$ cat src/design/plfe_pkg.sv
// Shared types and constants of the supply link frame engine.
// Used by every module of the block; depends on nothing.
package plfe_pkg;

  localparam int unsigned CfgIdxW  = 3;
  localparam int unsigned CfgDataW = 48;
  localparam int unsigned MaxCh    = 3;

  typedef enum logic [CfgIdxW-1:0] {
    REG_ACTIVE_CH = 3'd0,
    REG_VSET      = 3'd1,
    REG_ILIM      = 3'd2,
    REG_EN_REQ    = 3'd3,
    REG_OCP_REQ   = 3'd4,
    REG_MODE_REQ  = 3'd5,
    REG_ACQ_RUN   = 3'd6
  } cfg_reg_e;

  typedef enum logic {
    KIND_STATUS = 1'b0,
    KIND_TX     = 1'b1
  } kind_e;

  // Byte positions shared by the received and the setting frame
  localparam int unsigned PosChBase = 2;
  localparam int unsigned PosMarkA  = 14;
  localparam int unsigned PosEn     = 15;
  localparam int unsigned PosMarkB  = 16;
  localparam int unsigned PosOcp    = 18;
  localparam int unsigned PosMode   = 19;

  localparam logic [7:0] HdrByte0 = 8'haa;
  localparam logic [7:0] HdrByte1 = 8'h20;
  localparam logic [7:0] MarkByte = 8'h01;
  localparam logic [7:0] ModeLimit = 8'd3;

  localparam int unsigned QueueDepth = 2;

  typedef struct packed {
    logic [1:0]  active_ch;
    logic [47:0] vset;
    logic [47:0] ilim;
    logic [2:0]  en_req;
    logic        ocp_req;
    logic [1:0]  mode_req;
    logic        acq_run;
  } cfg_t;

  typedef struct packed {
    logic [MaxCh-1:0][15:0] volts;
    logic [MaxCh-1:0][15:0] amps;
    logic [MaxCh-1:0]       en;
    logic                   ocp;
    logic [1:0]             mode;
  } stat_t;

  typedef struct packed {
    logic  push;
    stat_t data;
  } q_wr_t;

endpackage

$ cat src/design/plfe_if.sv
// Request and result channels of the supply link frame engine.
// Stands alone; the result channel mirrors the result fields.
interface plfe_in_if;
  logic       valid;
  logic       ready;
  logic [7:0] rx_byte;

  modport source (output valid, output rx_byte, input ready);
  modport sink   (input valid, input rx_byte, output ready);
endinterface

interface plfe_out_if;
  logic        valid;
  logic        ready;
  logic        kind;
  logic [7:0]  tx_byte;
  logic        last;
  logic [15:0] volt_ch0;
  logic [15:0] volt_ch1;
  logic [15:0] volt_ch2;
  logic [15:0] amp_ch0;
  logic [15:0] amp_ch1;
  logic [15:0] amp_ch2;
  logic [2:0]  enabled_mask;
  logic        ocp_on;
  logic [1:0]  chan_mode;

  modport source (output valid, output kind, output tx_byte, output last,
                  output volt_ch0, output volt_ch1, output volt_ch2,
                  output amp_ch0, output amp_ch1, output amp_ch2,
                  output enabled_mask, output ocp_on, output chan_mode,
                  input ready);
  modport sink   (input valid, input kind, input tx_byte, input last,
                  input volt_ch0, input volt_ch1, input volt_ch2,
                  input amp_ch0, input amp_ch1, input amp_ch2,
                  input enabled_mask, input ocp_on, input chan_mode,
                  output ready);
endinterface

$ cat src/design/psu_link_frame_engine_unit.sv
// Supply link frame engine: one received byte per cycle in, one result per cycle out while out_o is ready.
// The byte that completes a frame has its status pushed into the queue, then registered at the output.
// With acquisition running a frame yields 1 + FRAME_BYTES results; input stalls on a full queue.
// Reset clears the byte counter, the kept status, the queue and the config registers
// (active channels 3, all others 0); no clearing pass is needed.
module psu_link_frame_engine_unit #(
  parameter int unsigned FRAME_BYTES = 24,
  parameter int unsigned CHANNELS    = 3
) (
  input  logic                          clk_i,
  input  logic                          rst_ni,
  plfe_in_if.sink                       in_i,
  plfe_out_if.source                    out_o,
  input  logic                          cfg_we_i,
  input  logic [plfe_pkg::CfgIdxW-1:0]  cfg_idx_i,
  input  logic [plfe_pkg::CfgDataW-1:0] cfg_wdata_i
);

  plfe_pkg::cfg_t  cfg_q;
  plfe_pkg::q_wr_t q_wr;
  plfe_pkg::stat_t q_data;
  logic            q_full, q_empty, q_pop;

  always_ff @(posedge clk_i or negedge rst_ni) begin
    if (!rst_ni) begin
      cfg_q <= '{active_ch: 2'd3, default: '0};
    end else if (cfg_we_i) begin
      unique case (plfe_pkg::cfg_reg_e'(cfg_idx_i))
        plfe_pkg::REG_ACTIVE_CH: cfg_q.active_ch <= cfg_wdata_i[1:0];
        plfe_pkg::REG_VSET:      cfg_q.vset      <= cfg_wdata_i[47:0];
        plfe_pkg::REG_ILIM:      cfg_q.ilim      <= cfg_wdata_i[47:0];
        plfe_pkg::REG_EN_REQ:    cfg_q.en_req    <= cfg_wdata_i[2:0];
        plfe_pkg::REG_OCP_REQ:   cfg_q.ocp_req   <= cfg_wdata_i[0];
        plfe_pkg::REG_MODE_REQ:  cfg_q.mode_req  <= cfg_wdata_i[1:0];
        plfe_pkg::REG_ACQ_RUN:   cfg_q.acq_run   <= cfg_wdata_i[0];
        default: begin
          // drop writes to unmapped indexes
        end
      endcase
    end
  end

  plfe_front #(
    .FRAME_BYTES (FRAME_BYTES),
    .CHANNELS    (CHANNELS)
  ) u_front (
    .clk_i       (clk_i),
    .rst_ni      (rst_ni),
    .in_i        (in_i),
    .active_ch_i (cfg_q.active_ch),
    .full_i      (q_full),
    .q_wr_o      (q_wr)
  );

  plfe_queue #(
    .DEPTH (plfe_pkg::QueueDepth)
  ) u_queue (
    .clk_i   (clk_i),
    .rst_ni  (rst_ni),
    .q_wr_i  (q_wr),
    .pop_i   (q_pop),
    .data_o  (q_data),
    .full_o  (q_full),
    .empty_o (q_empty)
  );

  plfe_back #(
    .FRAME_BYTES (FRAME_BYTES),
    .CHANNELS    (CHANNELS)
  ) u_back (
    .clk_i     (clk_i),
    .rst_ni    (rst_ni),
    .cfg_i     (cfg_q),
    .q_data_i  (q_data),
    .q_empty_i (q_empty),
    .pop_o     (q_pop),
    .out_o     (out_o)
  );

endmodule

$ cat src/design/plfe_front.sv
// Front end: collects received bytes into a frame and decodes channel status.
// Depends on plfe_pkg and plfe_in_if; pushes decoded status into the queue.
module plfe_front #(
  parameter int unsigned FRAME_BYTES = 24,
  parameter int unsigned CHANNELS    = 3
) (
  input  logic              clk_i,
  input  logic              rst_ni,
  plfe_in_if.sink           in_i,
  input  logic [1:0]        active_ch_i,
  input  logic              full_i,
  output plfe_pkg::q_wr_t   q_wr_o
);

  localparam int unsigned CntW    = $clog2(FRAME_BYTES);
  localparam int unsigned LastPos = FRAME_BYTES - 1;

  logic [CntW-1:0] cnt_q, cnt_d;
  logic            at_last;
  logic            accept;

  logic [CHANNELS-1:0][3:0][7:0] cap_q;
  logic [plfe_pkg::MaxCh-1:0]    cap_en_q;
  logic                          cap_ocp_q;
  logic                          cap_mode_ok_q;
  logic [1:0]                    cap_mode_q;

  plfe_pkg::stat_t stat_q, stat_d;

  assign at_last    = (cnt_q == CntW'(LastPos));
  assign in_i.ready = !full_i || !at_last;
  assign accept     = in_i.valid && in_i.ready;

  always_comb begin
    cnt_d = cnt_q;
    if (accept) begin
      cnt_d = at_last ? '0 : cnt_q + 1'b1;
    end
  end

  always_ff @(posedge clk_i or negedge rst_ni) begin
    if (!rst_ni) begin
      cnt_q  <= '0;
      stat_q <= '0;
    end else begin
      cnt_q <= cnt_d;
      if (accept && at_last) begin
        stat_q <= stat_d;
      end
    end
  end

  // Capture only the bytes that the decode reads
  always_ff @(posedge clk_i) begin
    if (accept) begin
      for (int ch = 0; ch < CHANNELS; ch++) begin
        for (int b = 0; b < 4; b++) begin
          if (cnt_q == CntW'(plfe_pkg::PosChBase + 4 * ch + b)) begin
            cap_q[ch][b] <= in_i.rx_byte;
          end
        end
      end
      if (cnt_q == CntW'(plfe_pkg::PosEn)) begin
        cap_en_q <= in_i.rx_byte[plfe_pkg::MaxCh-1:0];
      end
      if (cnt_q == CntW'(plfe_pkg::PosOcp)) begin
        cap_ocp_q <= (in_i.rx_byte != 8'd0);
      end
      if (cnt_q == CntW'(plfe_pkg::PosMode)) begin
        cap_mode_ok_q <= (in_i.rx_byte < plfe_pkg::ModeLimit);
        cap_mode_q    <= in_i.rx_byte[1:0];
      end
    end
  end

  // Inactive channels keep their last reported values
  always_comb begin
    stat_d = stat_q;
    for (int ch = 0; ch < CHANNELS; ch++) begin
      if (2'(ch) < active_ch_i) begin
        stat_d.volts[ch] = {cap_q[ch][0], cap_q[ch][1]};
        stat_d.amps[ch]  = {cap_q[ch][2], cap_q[ch][3]};
        stat_d.en[ch]    = cap_en_q[ch];
      end
    end
    stat_d.ocp = cap_ocp_q;
    if (cap_mode_ok_q) begin
      stat_d.mode = cap_mode_q;
    end
  end

  assign q_wr_o.push = accept && at_last;
  assign q_wr_o.data = stat_d;

endmodule

$ cat src/design/plfe_queue.sv
// Short queue of decoded status between the front and the back end.
// Depends on plfe_pkg.
module plfe_queue #(
  parameter int unsigned DEPTH = 2
) (
  input  logic              clk_i,
  input  logic              rst_ni,
  input  plfe_pkg::q_wr_t   q_wr_i,
  input  logic              pop_i,
  output plfe_pkg::stat_t   data_o,
  output logic              full_o,
  output logic              empty_o
);

  localparam int unsigned PtrW = $clog2(DEPTH);
  localparam int unsigned CntW = $clog2(DEPTH + 1);

  plfe_pkg::stat_t mem_q [DEPTH];
  logic [PtrW-1:0] wr_ptr_q, rd_ptr_q;
  logic [CntW-1:0] count_q;
  logic            push, pop;

  assign full_o  = (count_q == CntW'(DEPTH));
  assign empty_o = (count_q == '0);
  assign push    = q_wr_i.push;
  assign pop     = pop_i && !empty_o;
  assign data_o  = mem_q[rd_ptr_q];

  always_ff @(posedge clk_i) begin
    if (push) begin
      mem_q[wr_ptr_q] <= q_wr_i.data;
    end
  end

  always_ff @(posedge clk_i or negedge rst_ni) begin
    if (!rst_ni) begin
      wr_ptr_q <= '0;
      rd_ptr_q <= '0;
      count_q  <= '0;
    end else begin
      if (push) begin
        wr_ptr_q <= (wr_ptr_q == PtrW'(DEPTH - 1)) ? '0 : wr_ptr_q + 1'b1;
      end
      if (pop) begin
        rd_ptr_q <= (rd_ptr_q == PtrW'(DEPTH - 1)) ? '0 : rd_ptr_q + 1'b1;
      end
      if (push && !pop) begin
        count_q <= count_q + 1'b1;
      end else if (pop && !push) begin
        count_q <= count_q - 1'b1;
      end
    end
  end

  a_no_overflow: assert property (@(posedge clk_i) disable iff (!rst_ni)
    q_wr_i.push |-> !full_o || pop_i)
    else $error("status pushed into a full queue");

  a_count_range: assert property (@(posedge clk_i) disable iff (!rst_ni)
    count_q <= CntW'(DEPTH))
    else $error("queue count out of range");

endmodule

$ cat src/design/plfe_back.sv
// Back end: emits the status result and, if acq_run is set, the setting frame, one per cycle unless stalled.
// Depends on plfe_pkg and plfe_out_if; takes decoded status from the queue.
module plfe_back #(
  parameter int unsigned FRAME_BYTES = 24,
  parameter int unsigned CHANNELS    = 3
) (
  input  logic              clk_i,
  input  logic              rst_ni,
  input  plfe_pkg::cfg_t    cfg_i,
  input  plfe_pkg::stat_t   q_data_i,
  input  logic              q_empty_i,
  output logic              pop_o,
  plfe_out_if.source        out_o
);

  localparam int unsigned IdxW    = $clog2(FRAME_BYTES);
  localparam int unsigned LastPos = FRAME_BYTES - 1;

  typedef enum logic [1:0] {
    ST_IDLE = 2'b01,
    ST_TX   = 2'b10
  } bstate_e;

  bstate_e         state_q, state_d;
  logic [IdxW-1:0] idx_q, idx_d;
  logic [7:0]      sum_q, sum_d;

  logic            valid_q, valid_d;
  plfe_pkg::kind_e kind_q, kind_d;
  logic [7:0]      tx_q, tx_d;
  logic            last_q, last_d;
  plfe_pkg::stat_t stat_q, stat_d;

  logic            adv;
  logic            idx_last;
  logic [7:0]      set_byte;
  logic [2:0]      en_mask;

  assign adv      = !valid_q || out_o.ready;
  assign idx_last = (idx_q == IdxW'(LastPos));

  always_comb begin
    en_mask = '0;
    for (int ch = 0; ch < CHANNELS; ch++) begin
      en_mask[ch] = cfg_i.en_req[ch] && (2'(ch) < cfg_i.active_ch);
    end
  end

  // Setting frame byte at the current position, checksum excluded
  always_comb begin
    set_byte = '0;
    for (int ch = 0; ch < CHANNELS; ch++) begin
      if (2'(ch) < cfg_i.active_ch) begin
        if (idx_q == IdxW'(plfe_pkg::PosChBase + 4 * ch)) begin
          set_byte = cfg_i.vset[16*ch+8 +: 8];
        end
        if (idx_q == IdxW'(plfe_pkg::PosChBase + 4 * ch + 1)) begin
          set_byte = cfg_i.vset[16*ch +: 8];
        end
        if (idx_q == IdxW'(plfe_pkg::PosChBase + 4 * ch + 2)) begin
          set_byte = cfg_i.ilim[16*ch+8 +: 8];
        end
        if (idx_q == IdxW'(plfe_pkg::PosChBase + 4 * ch + 3)) begin
          set_byte = cfg_i.ilim[16*ch +: 8];
        end
      end
    end
    if (idx_q == IdxW'(0)) begin
      set_byte = plfe_pkg::HdrByte0;
    end
    if (idx_q == IdxW'(1)) begin
      set_byte = plfe_pkg::HdrByte1;
    end
    if (idx_q == IdxW'(plfe_pkg::PosMarkA) || idx_q == IdxW'(plfe_pkg::PosMarkB)) begin
      set_byte = plfe_pkg::MarkByte;
    end
    if (idx_q == IdxW'(plfe_pkg::PosEn)) begin
      set_byte = {5'd0, en_mask};
    end
    if (idx_q == IdxW'(plfe_pkg::PosOcp)) begin
      set_byte = {7'd0, cfg_i.ocp_req};
    end
    if (idx_q == IdxW'(plfe_pkg::PosMode)) begin
      set_byte = {6'd0, cfg_i.mode_req};
    end
  end

  always_comb begin
    state_d = state_q;
    idx_d   = idx_q;
    sum_d   = sum_q;
    valid_d = valid_q;
    kind_d  = kind_q;
    tx_d    = tx_q;
    last_d  = last_q;
    stat_d  = stat_q;
    pop_o   = 1'b0;
    if (adv) begin
      valid_d = 1'b0;
      unique case (state_q)
        ST_IDLE: begin
          if (!q_empty_i) begin
            pop_o   = 1'b1;
            valid_d = 1'b1;
            kind_d  = plfe_pkg::KIND_STATUS;
            tx_d    = '0;
            last_d  = !cfg_i.acq_run;
            stat_d  = q_data_i;
            if (cfg_i.acq_run) begin
              state_d = ST_TX;
              idx_d   = '0;
              sum_d   = '0;
            end
          end
        end
        ST_TX: begin
          valid_d = 1'b1;
          kind_d  = plfe_pkg::KIND_TX;
          tx_d    = idx_last ? sum_q : set_byte;
          last_d  = idx_last;
          stat_d  = '0;
          sum_d   = sum_q + set_byte;
          idx_d   = idx_q + 1'b1;
          if (idx_last) begin
            state_d = ST_IDLE;
          end
        end
        default: begin
          state_d = ST_IDLE;
        end
      endcase
    end
  end

  always_ff @(posedge clk_i or negedge rst_ni) begin
    if (!rst_ni) begin
      state_q <= ST_IDLE;
      valid_q <= 1'b0;
    end else begin
      state_q <= state_d;
      valid_q <= valid_d;
    end
  end

  always_ff @(posedge clk_i) begin
    idx_q  <= idx_d;
    sum_q  <= sum_d;
    kind_q <= kind_d;
    tx_q   <= tx_d;
    last_q <= last_d;
    stat_q <= stat_d;
  end

  assign out_o.valid        = valid_q;
  assign out_o.kind         = kind_q;
  assign out_o.tx_byte      = tx_q;
  assign out_o.last         = last_q;
  assign out_o.volt_ch0     = stat_q.volts[0];
  assign out_o.volt_ch1     = stat_q.volts[1];
  assign out_o.volt_ch2     = stat_q.volts[2];
  assign out_o.amp_ch0      = stat_q.amps[0];
  assign out_o.amp_ch1      = stat_q.amps[1];
  assign out_o.amp_ch2      = stat_q.amps[2];
  assign out_o.enabled_mask = stat_q.en;
  assign out_o.ocp_on       = stat_q.ocp;
  assign out_o.chan_mode    = stat_q.mode;

  a_frame_end: assert property (@(posedge clk_i) disable iff (!rst_ni)
    (state_q == ST_TX && adv && idx_last) |=>
      (state_q == ST_IDLE && valid_q && last_q && kind_q == plfe_pkg::KIND_TX))
    else $error("setting frame did not close on its checksum byte");

  a_pop_idle: assert property (@(posedge clk_i) disable iff (!rst_ni)
    pop_o |=> valid_q && kind_q == plfe_pkg::KIND_STATUS)
    else $error("popped status not shown as a status result");

endmodule
$ cat src/flat_wrapper.sv
// flat-port wrapper written by rule: the top's interface ports become plain ports
module psu_link_frame_engine_unit_flat 
#(
  parameter int unsigned FRAME_BYTES = 24,
  parameter int unsigned CHANNELS    = 3
)
  (clk_i, rst_ni, cfg_we_i, cfg_idx_i, cfg_wdata_i, in_i_valid, in_i_rx_byte, in_i_ready, out_o_valid, out_o_kind, out_o_tx_byte, out_o_last, out_o_volt_ch0, out_o_volt_ch1, out_o_volt_ch2, out_o_amp_ch0, out_o_amp_ch1, out_o_amp_ch2, out_o_enabled_mask, out_o_ocp_on, out_o_chan_mode, out_o_ready);
  plfe_in_if in_i_i ();
  plfe_out_if out_o_i ();
  input  logic clk_i;
  input  logic rst_ni;
  input  logic cfg_we_i;
  input  logic [plfe_pkg::CfgIdxW-1:0] cfg_idx_i;
  input  logic [plfe_pkg::CfgDataW-1:0] cfg_wdata_i;
  input wire logic [$bits(in_i_i.valid)-1:0] in_i_valid;
  input wire logic [$bits(in_i_i.rx_byte)-1:0] in_i_rx_byte;
  output wire logic [$bits(in_i_i.ready)-1:0] in_i_ready;
  output wire logic [$bits(out_o_i.valid)-1:0] out_o_valid;
  output wire logic [$bits(out_o_i.kind)-1:0] out_o_kind;
  output wire logic [$bits(out_o_i.tx_byte)-1:0] out_o_tx_byte;
  output wire logic [$bits(out_o_i.last)-1:0] out_o_last;
  output wire logic [$bits(out_o_i.volt_ch0)-1:0] out_o_volt_ch0;
  output wire logic [$bits(out_o_i.volt_ch1)-1:0] out_o_volt_ch1;
  output wire logic [$bits(out_o_i.volt_ch2)-1:0] out_o_volt_ch2;
  output wire logic [$bits(out_o_i.amp_ch0)-1:0] out_o_amp_ch0;
  output wire logic [$bits(out_o_i.amp_ch1)-1:0] out_o_amp_ch1;
  output wire logic [$bits(out_o_i.amp_ch2)-1:0] out_o_amp_ch2;
  output wire logic [$bits(out_o_i.enabled_mask)-1:0] out_o_enabled_mask;
  output wire logic [$bits(out_o_i.ocp_on)-1:0] out_o_ocp_on;
  output wire logic [$bits(out_o_i.chan_mode)-1:0] out_o_chan_mode;
  input wire logic [$bits(out_o_i.ready)-1:0] out_o_ready;
  assign in_i_i.valid = in_i_valid;
  assign in_i_i.rx_byte = in_i_rx_byte;
  assign in_i_ready = in_i_i.ready;
  assign out_o_valid = out_o_i.valid;
  assign out_o_kind = out_o_i.kind;
  assign out_o_tx_byte = out_o_i.tx_byte;
  assign out_o_last = out_o_i.last;
  assign out_o_volt_ch0 = out_o_i.volt_ch0;
  assign out_o_volt_ch1 = out_o_i.volt_ch1;
  assign out_o_volt_ch2 = out_o_i.volt_ch2;
  assign out_o_amp_ch0 = out_o_i.amp_ch0;
  assign out_o_amp_ch1 = out_o_i.amp_ch1;
  assign out_o_amp_ch2 = out_o_i.amp_ch2;
  assign out_o_enabled_mask = out_o_i.enabled_mask;
  assign out_o_ocp_on = out_o_i.ocp_on;
  assign out_o_chan_mode = out_o_i.chan_mode;
  assign out_o_i.ready = out_o_ready;
  psu_link_frame_engine_unit #(.FRAME_BYTES(FRAME_BYTES), .CHANNELS(CHANNELS)) u_core (.clk_i(clk_i), .rst_ni(rst_ni), .in_i(in_i_i), .out_o(out_o_i), .cfg_we_i(cfg_we_i), .cfg_idx_i(cfg_idx_i), .cfg_wdata_i(cfg_wdata_i));
endmodule
$ cat config.mk
export PLATFORM = sky130hd
export DESIGN_NAME = psu_link_frame_engine_unit_flat
export DESIGN_NICKNAME = d
export VERILOG_FILES = /design/src/design/plfe_pkg.sv /design/src/design/plfe_if.sv /design/src/design/psu_link_frame_engine_unit.sv /design/src/design/plfe_front.sv /design/src/design/plfe_queue.sv /design/src/design/plfe_back.sv /design/src/flat_wrapper.sv
export SDC_FILE = /design/constraint.sdc
export NUM_CORES = 1
export LEC_CHECK = 0
export BUFFER_PORTS_ARGS = -buffer_cell sky130_fd_sc_hd__buf_2
export CORE_MARGIN = 1
export CORE_UTILIZATION = 55
export CTS_CLUSTER_SIZE = 14
export DETAILED_ROUTE_END_ITERATION = 10
export PLACE_DENSITY = 0.79
export SLEW_MARGIN = 25
export SYNTH_ARGS = -nofsm -noshare
export SYNTH_HDL_FRONTEND = slang
export SYNTH_SLANG_ARGS = --single-unit
$ cat constraint.sdc
create_clock -name clk_i -period 10.8 [get_ports clk_i]
set_input_delay 0 -clock clk_i [delete_from_list [all_inputs] [get_ports clk_i]]
set_output_delay 0 -clock clk_i [all_outputs]
set_load 0.03 [all_outputs]
# Word level (Yosys, flattened, before mapping)
# Memories as Yosys holds them, arrays and structs flattened.
# Index checks and enable logic that the tools add are counted.
classes:
  n_eq_ne: 47
  n_div: 0
  shift: 0
  mul: 0
  n_reduce_logical: 49
  add_sub_neg: 7
  magnitude_cmp: 4
  bitwise_logic: 0
  mux: 61
ops:
  columns: ["op", "count"]
  rows:
  - ["102-bit case mux with 2 select lines", 1]
  - ["8-bit two-way mux", 25]
  - ["102-bit two-way mux", 1]
  - ["16-bit two-way mux", 6]
  - ["5-bit by 4-bit == test with 1-bit output (second input constant)", 15]
  - ["2-bit AND reduction", 22]
  - ["5-bit by 3-bit == test with 1-bit output (second input constant)", 8]
  - ["5-bit == test (second input constant)", 7]
  - ["8-bit case mux with 2 select lines", 2]
  - ["5-bit by 2-bit == test with 1-bit output (second input constant)", 4]
  - ["5-bit two-way mux", 3]
  - ["1-bit two-way mux", 12]
  - ["2-bit two-way mux", 6]
  - ["5-bit by 1-bit adder with 5-bit output (second input constant)", 2]
  - ["5-bit case mux with 2 select lines", 1]
  - ["3-bit == test (second input constant)", 3]
  - ["8-bit adder", 1]
  - ["1-bit logical AND", 8]
  - ["8-bit by 2-bit less-than comparator with 1-bit output (second input constant)", 1]
  - ["4-bit AND reduction", 2]
  - ["8-bit nonzero test", 1]
  - ["1-bit logical NOT", 7]
  - ["3-bit by 2-bit == test with 1-bit output (second input constant)", 2]
  - ["1-bit case mux with 2 select lines", 3]
  - ["other kinds (18)", 25]
word_totals:
  input_bits: 64
  register_bits: 446
  rom_bits: 0
  latch_bits: 0
  ram_bits: 204
  n_memories: 1
  wordCells: 220
  output_inout_bits: 114
memory_table:
  columns: ["memory", "depth", "width", "read_ports", "rd_clocked_by_memory_dff", "write_ports", "line", "rtl"]
  rows:
  - ["u_core.u_queue.mem_q", 2, 102, 1, 0, 1, "plfe_queue.sv:18", "plfe_pkg::stat_t mem_q [DEPTH];"]

# Depth between registers and ports, before layout
depth:
  depth_word: 24
  ltp_mapped: 21
  ltp_nobuf: 18

# Hierarchy
# A second synthesis with hierarchy kept.
hier_totals:
  hier_cells: 1716
  area_unflattened_um2: 27587.7
modules_own_cells:
  columns: ["mod", "cells_per_inst", "seq_area_each_um2", "area_each_um2", "instances"]
  rows:
  - ["plfe_front", 489, 5745.5, 8585.7, 1]
  - ["plfe_queue", 333, 6226.0, 7563.5, 1]
  - ["plfe_back", 667, 3829.9, 7310.8, 1]
  - ["psu_link_frame_engine_unit", 227, 2630.0, 4127.7, 1]

# Worst setup path after synthesis
# OpenSTA, ideal clock, no wires.
synth_path:
  path_type: "register -> register"
  start: "register u_core.u_back.valid_q, in the netlist u_core.u_back.out_o.valid"
  end: "register u_core.u_back.idx_q[0], enable pin"
  stages_incl_launch_ff: 5
  synth_period_minus_slack_ns: 7.551
  required_ns: 10.397
  arrival_time_ns: 7.148
  path_buffers: 0
  slack_ns: 3.249
  setup_ns: 0.403
  cell_sequence: "dfrtp_1 -> nand2b_1 -> a21boi_0 -> nor2b_1 -> a21boi_0"
synth_via:
  elab_chain_cells: 3
synth_lines:
  columns: ["element", "line", "rtl"]
  rows:
  - ["start, declared", "plfe_back.sv:28", "logic valid_q, valid_d;"]
  - ["start signal, assigned", "plfe_back.sv:141", "valid_q <= valid_d;"]
  - ["1-bit logical NOT", "plfe_back.sv:39", "assign adv = !valid_q || out_o.ready;"]
  - ["1-bit logical OR", "plfe_back.sv:39", null]
  - ["4-bit AND reduction (no source line)", null, null]
  - ["end signal, assigned", "plfe_back.sv:146", "idx_q <= idx_d;"]
  - ["end, declared", "plfe_back.sv:25", "logic [IdxW-1:0] idx_q, idx_d;"]
# Every way passes these cells.
# A chain may end at the register's enable or synchronous reset.

# Worst setup path in the final report
layout_path:
  start: "register u_core.u_back.idx_q[0]"
  end: "register u_core.u_back.sum_q[7] (data pin)"
layout_via:
  elab_chain_cells: 24
  elab_cells_between_ends: 43
  cone_classes: "1 x add/sub; 18 x eq/ne; 22 x mux; 2 x reduce/logical"
layout_lines:
  columns: ["element", "line", "rtl"]
  rows:
  - ["5-bit by 2-bit == test with 1-bit output", "plfe_back.sv:54", "if (idx_q == IdxW'(plfe_pkg::PosChBase + 4 * ch)) begin"]
  - ["8-bit two-way mux", "plfe_back.sv:54", null]
  - ["8-bit two-way mux", "plfe_back.sv:57", "if (idx_q == IdxW'(plfe_pkg::PosChBase + 4 * ch + 1)) begin"]
  - ["8-bit two-way mux", "plfe_back.sv:60", "if (idx_q == IdxW'(plfe_pkg::PosChBase + 4 * ch + 2)) begin"]
  - ["8-bit two-way mux", "plfe_back.sv:63", "if (idx_q == IdxW'(plfe_pkg::PosChBase + 4 * ch + 3)) begin"]
  - ["8-bit two-way mux", "plfe_back.sv:53", "if (2'(ch) < cfg_i.active_ch) begin"]
  - ["8-bit two-way mux", "plfe_back.sv:54", null]
  - ["8-bit two-way mux", "plfe_back.sv:57", null]
  - ["[... 8 more ...]", null, null]
  - ["8-bit two-way mux", "plfe_back.sv:68", "if (idx_q == IdxW'(0)) begin"]
  - ["8-bit two-way mux", "plfe_back.sv:71", "if (idx_q == IdxW'(1)) begin"]
  - ["8-bit two-way mux", "plfe_back.sv:74", "if (idx_q == IdxW'(plfe_pkg::PosMarkA) || idx_q == IdxW'(plfe_pkg::PosMarkB)) begin"]
  - ["8-bit two-way mux", "plfe_back.sv:77", "if (idx_q == IdxW'(plfe_pkg::PosEn)) begin"]
  - ["8-bit two-way mux", "plfe_back.sv:80", "if (idx_q == IdxW'(plfe_pkg::PosOcp)) begin"]
  - ["8-bit two-way mux *", "plfe_back.sv:83", "if (idx_q == IdxW'(plfe_pkg::PosMode)) begin"]
  - ["8-bit adder *", "plfe_back.sv:122", "sum_d = sum_q + set_byte;"]
  - ["8-bit case mux with 2 select lines *", "plfe_back.sv:100", "unique case (state_q)"]
  - ["end signal, assigned", "plfe_back.sv:147", "sum_q <= sum_d;"]
  - ["end, declared", "plfe_back.sv:26", "logic [7:0] sum_q, sum_d;"]
# Mark *: on every way between the ends. The rest lies on a longest branch, timed or not.

==> results.sh <==
export IMPL_cts_buffers=61
export IMPL_drt_pass1_iterations=5
export IMPL_synth_top_cells_by_area="edfxtp_1 49%, dfrtp_1 20%, mux2_2 7.1%"
export IMPL_root_buffer="clkbuf_16"
export IMPL_seq_area_frac_synth=0.696
export IMPL_ys_flop_type="edfxtp_1"
export IMPL_cap_violations=0
export IMPL_grt_ovfl_total=0
export IMPL_setup_viol=0
export IMPL_yosysWarnings=0
export IMPL_postSynthAreaPerCell_um2=13.5
export IMPL_drtIter0Drc=1452
export IMPL_timing_rr_end="u_core.u_back.sum_q[7]"
export IMPL_ant_nets=0
export IMPL_ys_ff_latch=650
export IMPL_ios=178
export IMPL_diodes=0
export IMPL_insertion_delay_ns=0.65
export IMPL_cp_end_kind="flop"
export IMPL_cts_post_setup_buffers_inserted=0
export IMPL_vdd_drop_max_mv=0.173
export IMPL_antenna_found_initial=1
export IMPL_ys_types=81
export IMPL_dieArea_um2=49000
export IMPL_routed_via_count=16500
export IMPL_synth_common_cells="452 x nand2_1, 432 x edfxtp_1, 215 x dfrtp_1"
export IMPL_dieHeight_um=221
export IMPL_synth_top_area_frac=0.490
export IMPL_hold_violations=0
export IMPL_worst_path_max_fanout=23
export IMPL_drc=0
export IMPL_routed_wl_um=60900
export IMPL_r2r_setup_slack_ns=6.16
export IMPL_dieWidth_um=221
export IMPL_fin_nets=2284
export IMPL_crit_arrival_ns=5.13
export IMPL_cts_hold_buf=69
export IMPL_dp_hpwl_um=37500
export IMPL_hold_class="input port to flop"
export IMPL_clkSinkCount=650
export IMPL_rows=80
export IMPL_endpoint="u_core.u_back.sum_q[7]"
export IMPL_cp_required_ns=11.29
export IMPL_layout_drive_gt1_share=0.220
export IMPL_ctsResizeCount=0
export IMPL_gp_congestion=0.960
export IMPL_io_buffers=177
export IMPL_outcome="finished, final reports clean"
export IMPL_finalMaxSlewViolations=0
export IMPL_r2r_cells=15
export IMPL_fmax_ghz=0.216
export IMPL_tightestPinTransition_ns=1.01
export IMPL_min_period_ns=4.64
export IMPL_fin_total_pwr_mw=8.39
export IMPL_grt_pass1_wl_um=95400
export IMPL_p_per_area_nw_per_um2=272
export IMPL_wl_per_cell_um=21.2
export IMPL_synth_area_um2=26500
export IMPL_coreArea_um2=47600
export IMPL_areaGrowthSynthToFinish_pct=16.3
export IMPL_start_kind="flop"
export IMPL_post_route_period_util=0.430
export IMPL_synth_largest_area_cell="edfxtp_1"
export IMPL_viasPerCell=5.74
export IMPL_synth_edf_count=432
export IMPL_grt_pass1_vias=16600
export IMPL_yosysMostFrequentCell="nand2_1"
export IMPL_finalClockSkew_ns=0.0479
export IMPL_htreeDepth=2
export IMPL_tns_ns=0
export IMPL_synthArstFlopShare=0.335
export IMPL_path_class="flop to flop"
export IMPL_grt_usage=0.252
export IMPL_cts_tree="built"
export IMPL_r2r_start="u_core.u_back.idx_q[0]"
export IMPL_grt_max_degree=102
export IMPL_mappedNetlistNets=2051
export IMPL_leakagePower_nw=12.6
export IMPL_start_util=0.556
export IMPL_relSlewSlack=0.324
export IMPL_cts_buffer_depth=3
export IMPL_synth_cells=1966
export IMPL_path_clk_slew_ns=0.06
export IMPL_rsz0062_at_grt="no"
export IMPL_critical_path_startpoint="u_core.u_back.idx_q[0]"
## routing by layer
metal  GRT usage  share of wire  up-vias
met5           0              0        -
met4      0.0947          0.035        0
met3      0.0370          0.073      132
met2       0.406           0.47      687
met1       0.351           0.42     8186
li1            -              -     7447
## worst min-delay path by stage
stage,startpoint,to,depth (start not counted)
floorplan,rst_ni,u_core.cfg_q[0],0
global placement,rst_ni,u_core.cfg_q[26],1
detailed placement,rst_ni,u_core.cfg_q[35],1
CTS,cfg_wdata_i[42],u_core.cfg_q[49],4
global route,cfg_wdata_i[36],u_core.cfg_q[43],3
finish,cfg_wdata_i[45],u_core.cfg_q[52],4
## state kept, by name, indices dropped and copies added (netlist names), 3 cells and up
register                          count
u_core.cfg_q                        105
u_core.u_back.idx_q                   5
u_core.u_back.out_o.amp_ch0          16
u_core.u_back.out_o.amp_ch1          16
u_core.u_back.out_o.amp_ch2          16
u_core.u_back.out_o.enabled_mask      3
u_core.u_back.out_o.tx_byte           8
u_core.u_back.out_o.volt_ch0         16
u_core.u_back.out_o.volt_ch1         16
u_core.u_back.out_o.volt_ch2         16
u_core.u_back.sum_q                   8
u_core.u_front.cap_en_q               3
u_core.u_front.cap_q                 96
u_core.u_front.cnt_q                  5
u_core.u_front.stat_q               101
u_core.u_queue.mem_q                204
## cell type report
type | instances | area [um^2]
repair buffers | 272 | 1890
clock inverters | 28 | 365
inverters | 20 | 76.3
multi-input cells | 1194 | 7570
clock buffers | 86 | 1680
well taps | 615 | 769
flip-flops and latches | 650 | 18400
fillers | 3331 | 16900
## placed cells by master (no fill, tap or decap), types with 5 or more instances in the layout
cell type        n
clkbuf_16       61
nor3_1          12
and2_1          12
buf_2          176
nand3_1         18
buf_4           19
clkbuf_8         6
nor2_1         157
xnor2_1          8
nand2b_1         9
dfrtp_1        214
nor2b_1          6
nand3b_1        10
and3_1           5
inv_1           19
mux2_2         168
a21oi_1         39
nand2_1        451
xor2_1           5
o221ai_1         5
clkbuf_1        19
ha_1            18
o21a_1           5
bufinv_16        6
o21ai_0         42
edfxtp_1       432
dlygate4sd3_1   68
mux2i_1        103
clkinv_2        11
a221oi_1         7
a22oi_1          6
## where the power goes
group          internal, mW  total [mW]  leakage, nW  switching, mW
sequential             3.41        3.73         6.80          0.322
clock                  1.24        2.16        0.994          0.925
combinational         0.826        2.50         4.84           1.67
total                  5.47        8.39         12.6           2.92
## critical path, cell delays in order (launching register included)
cell,delay (ns)
edfxtp_1,0.46
inv_1,0.12
ha_1,0.83
nand3_1,0.40
o221ai_1,0.31
a211oi_1,0.14
o311a_1,0.38
or2_1,0.26
ha_1,0.31
a21o_1,0.17
a211oi_1,0.32
o21ai_0,0.14
o211ai_1,0.13
xor2_1,0.10
or2_2,0.28
mux2i_1,0.13
## through the flow
stage          cells  setup slack, ns  hold slack, ns  utilization  area (um^2)
5_1_grt         2865             5.97           0.142        0.646        30800
2_1_floorplan   1966             3.25          -0.296            -        26500
4_1_cts         2862             6.22           0.109        0.645        30700
3_3_place_gp    2677             6.36          0.0179        0.586        27900
3_5_place_dp    2679             6.24          0.0327        0.587        28000
6_report        2865             6.16           0.138        0.646        30800
## cells by family (layout without fill, tap and decap cells)
kind of cell / count (synthesis) / count (layout) / share of synthesized area
buffers and inverters: 122 / 406 / 0.0200
adders and majority gates: 21 / 21 / 0.0102
DFF: 650 / 650 / 0.696
muxes: 271 / 271 / 0.110
and+or+nand+nor: 731 / 731 / 0.119
AOI/OAI and AO/OA: 158 / 158 / 0.0399
xor gates and xnor gates: 13 / 13 / 0.00430
(Power assumes the default switching activity.)
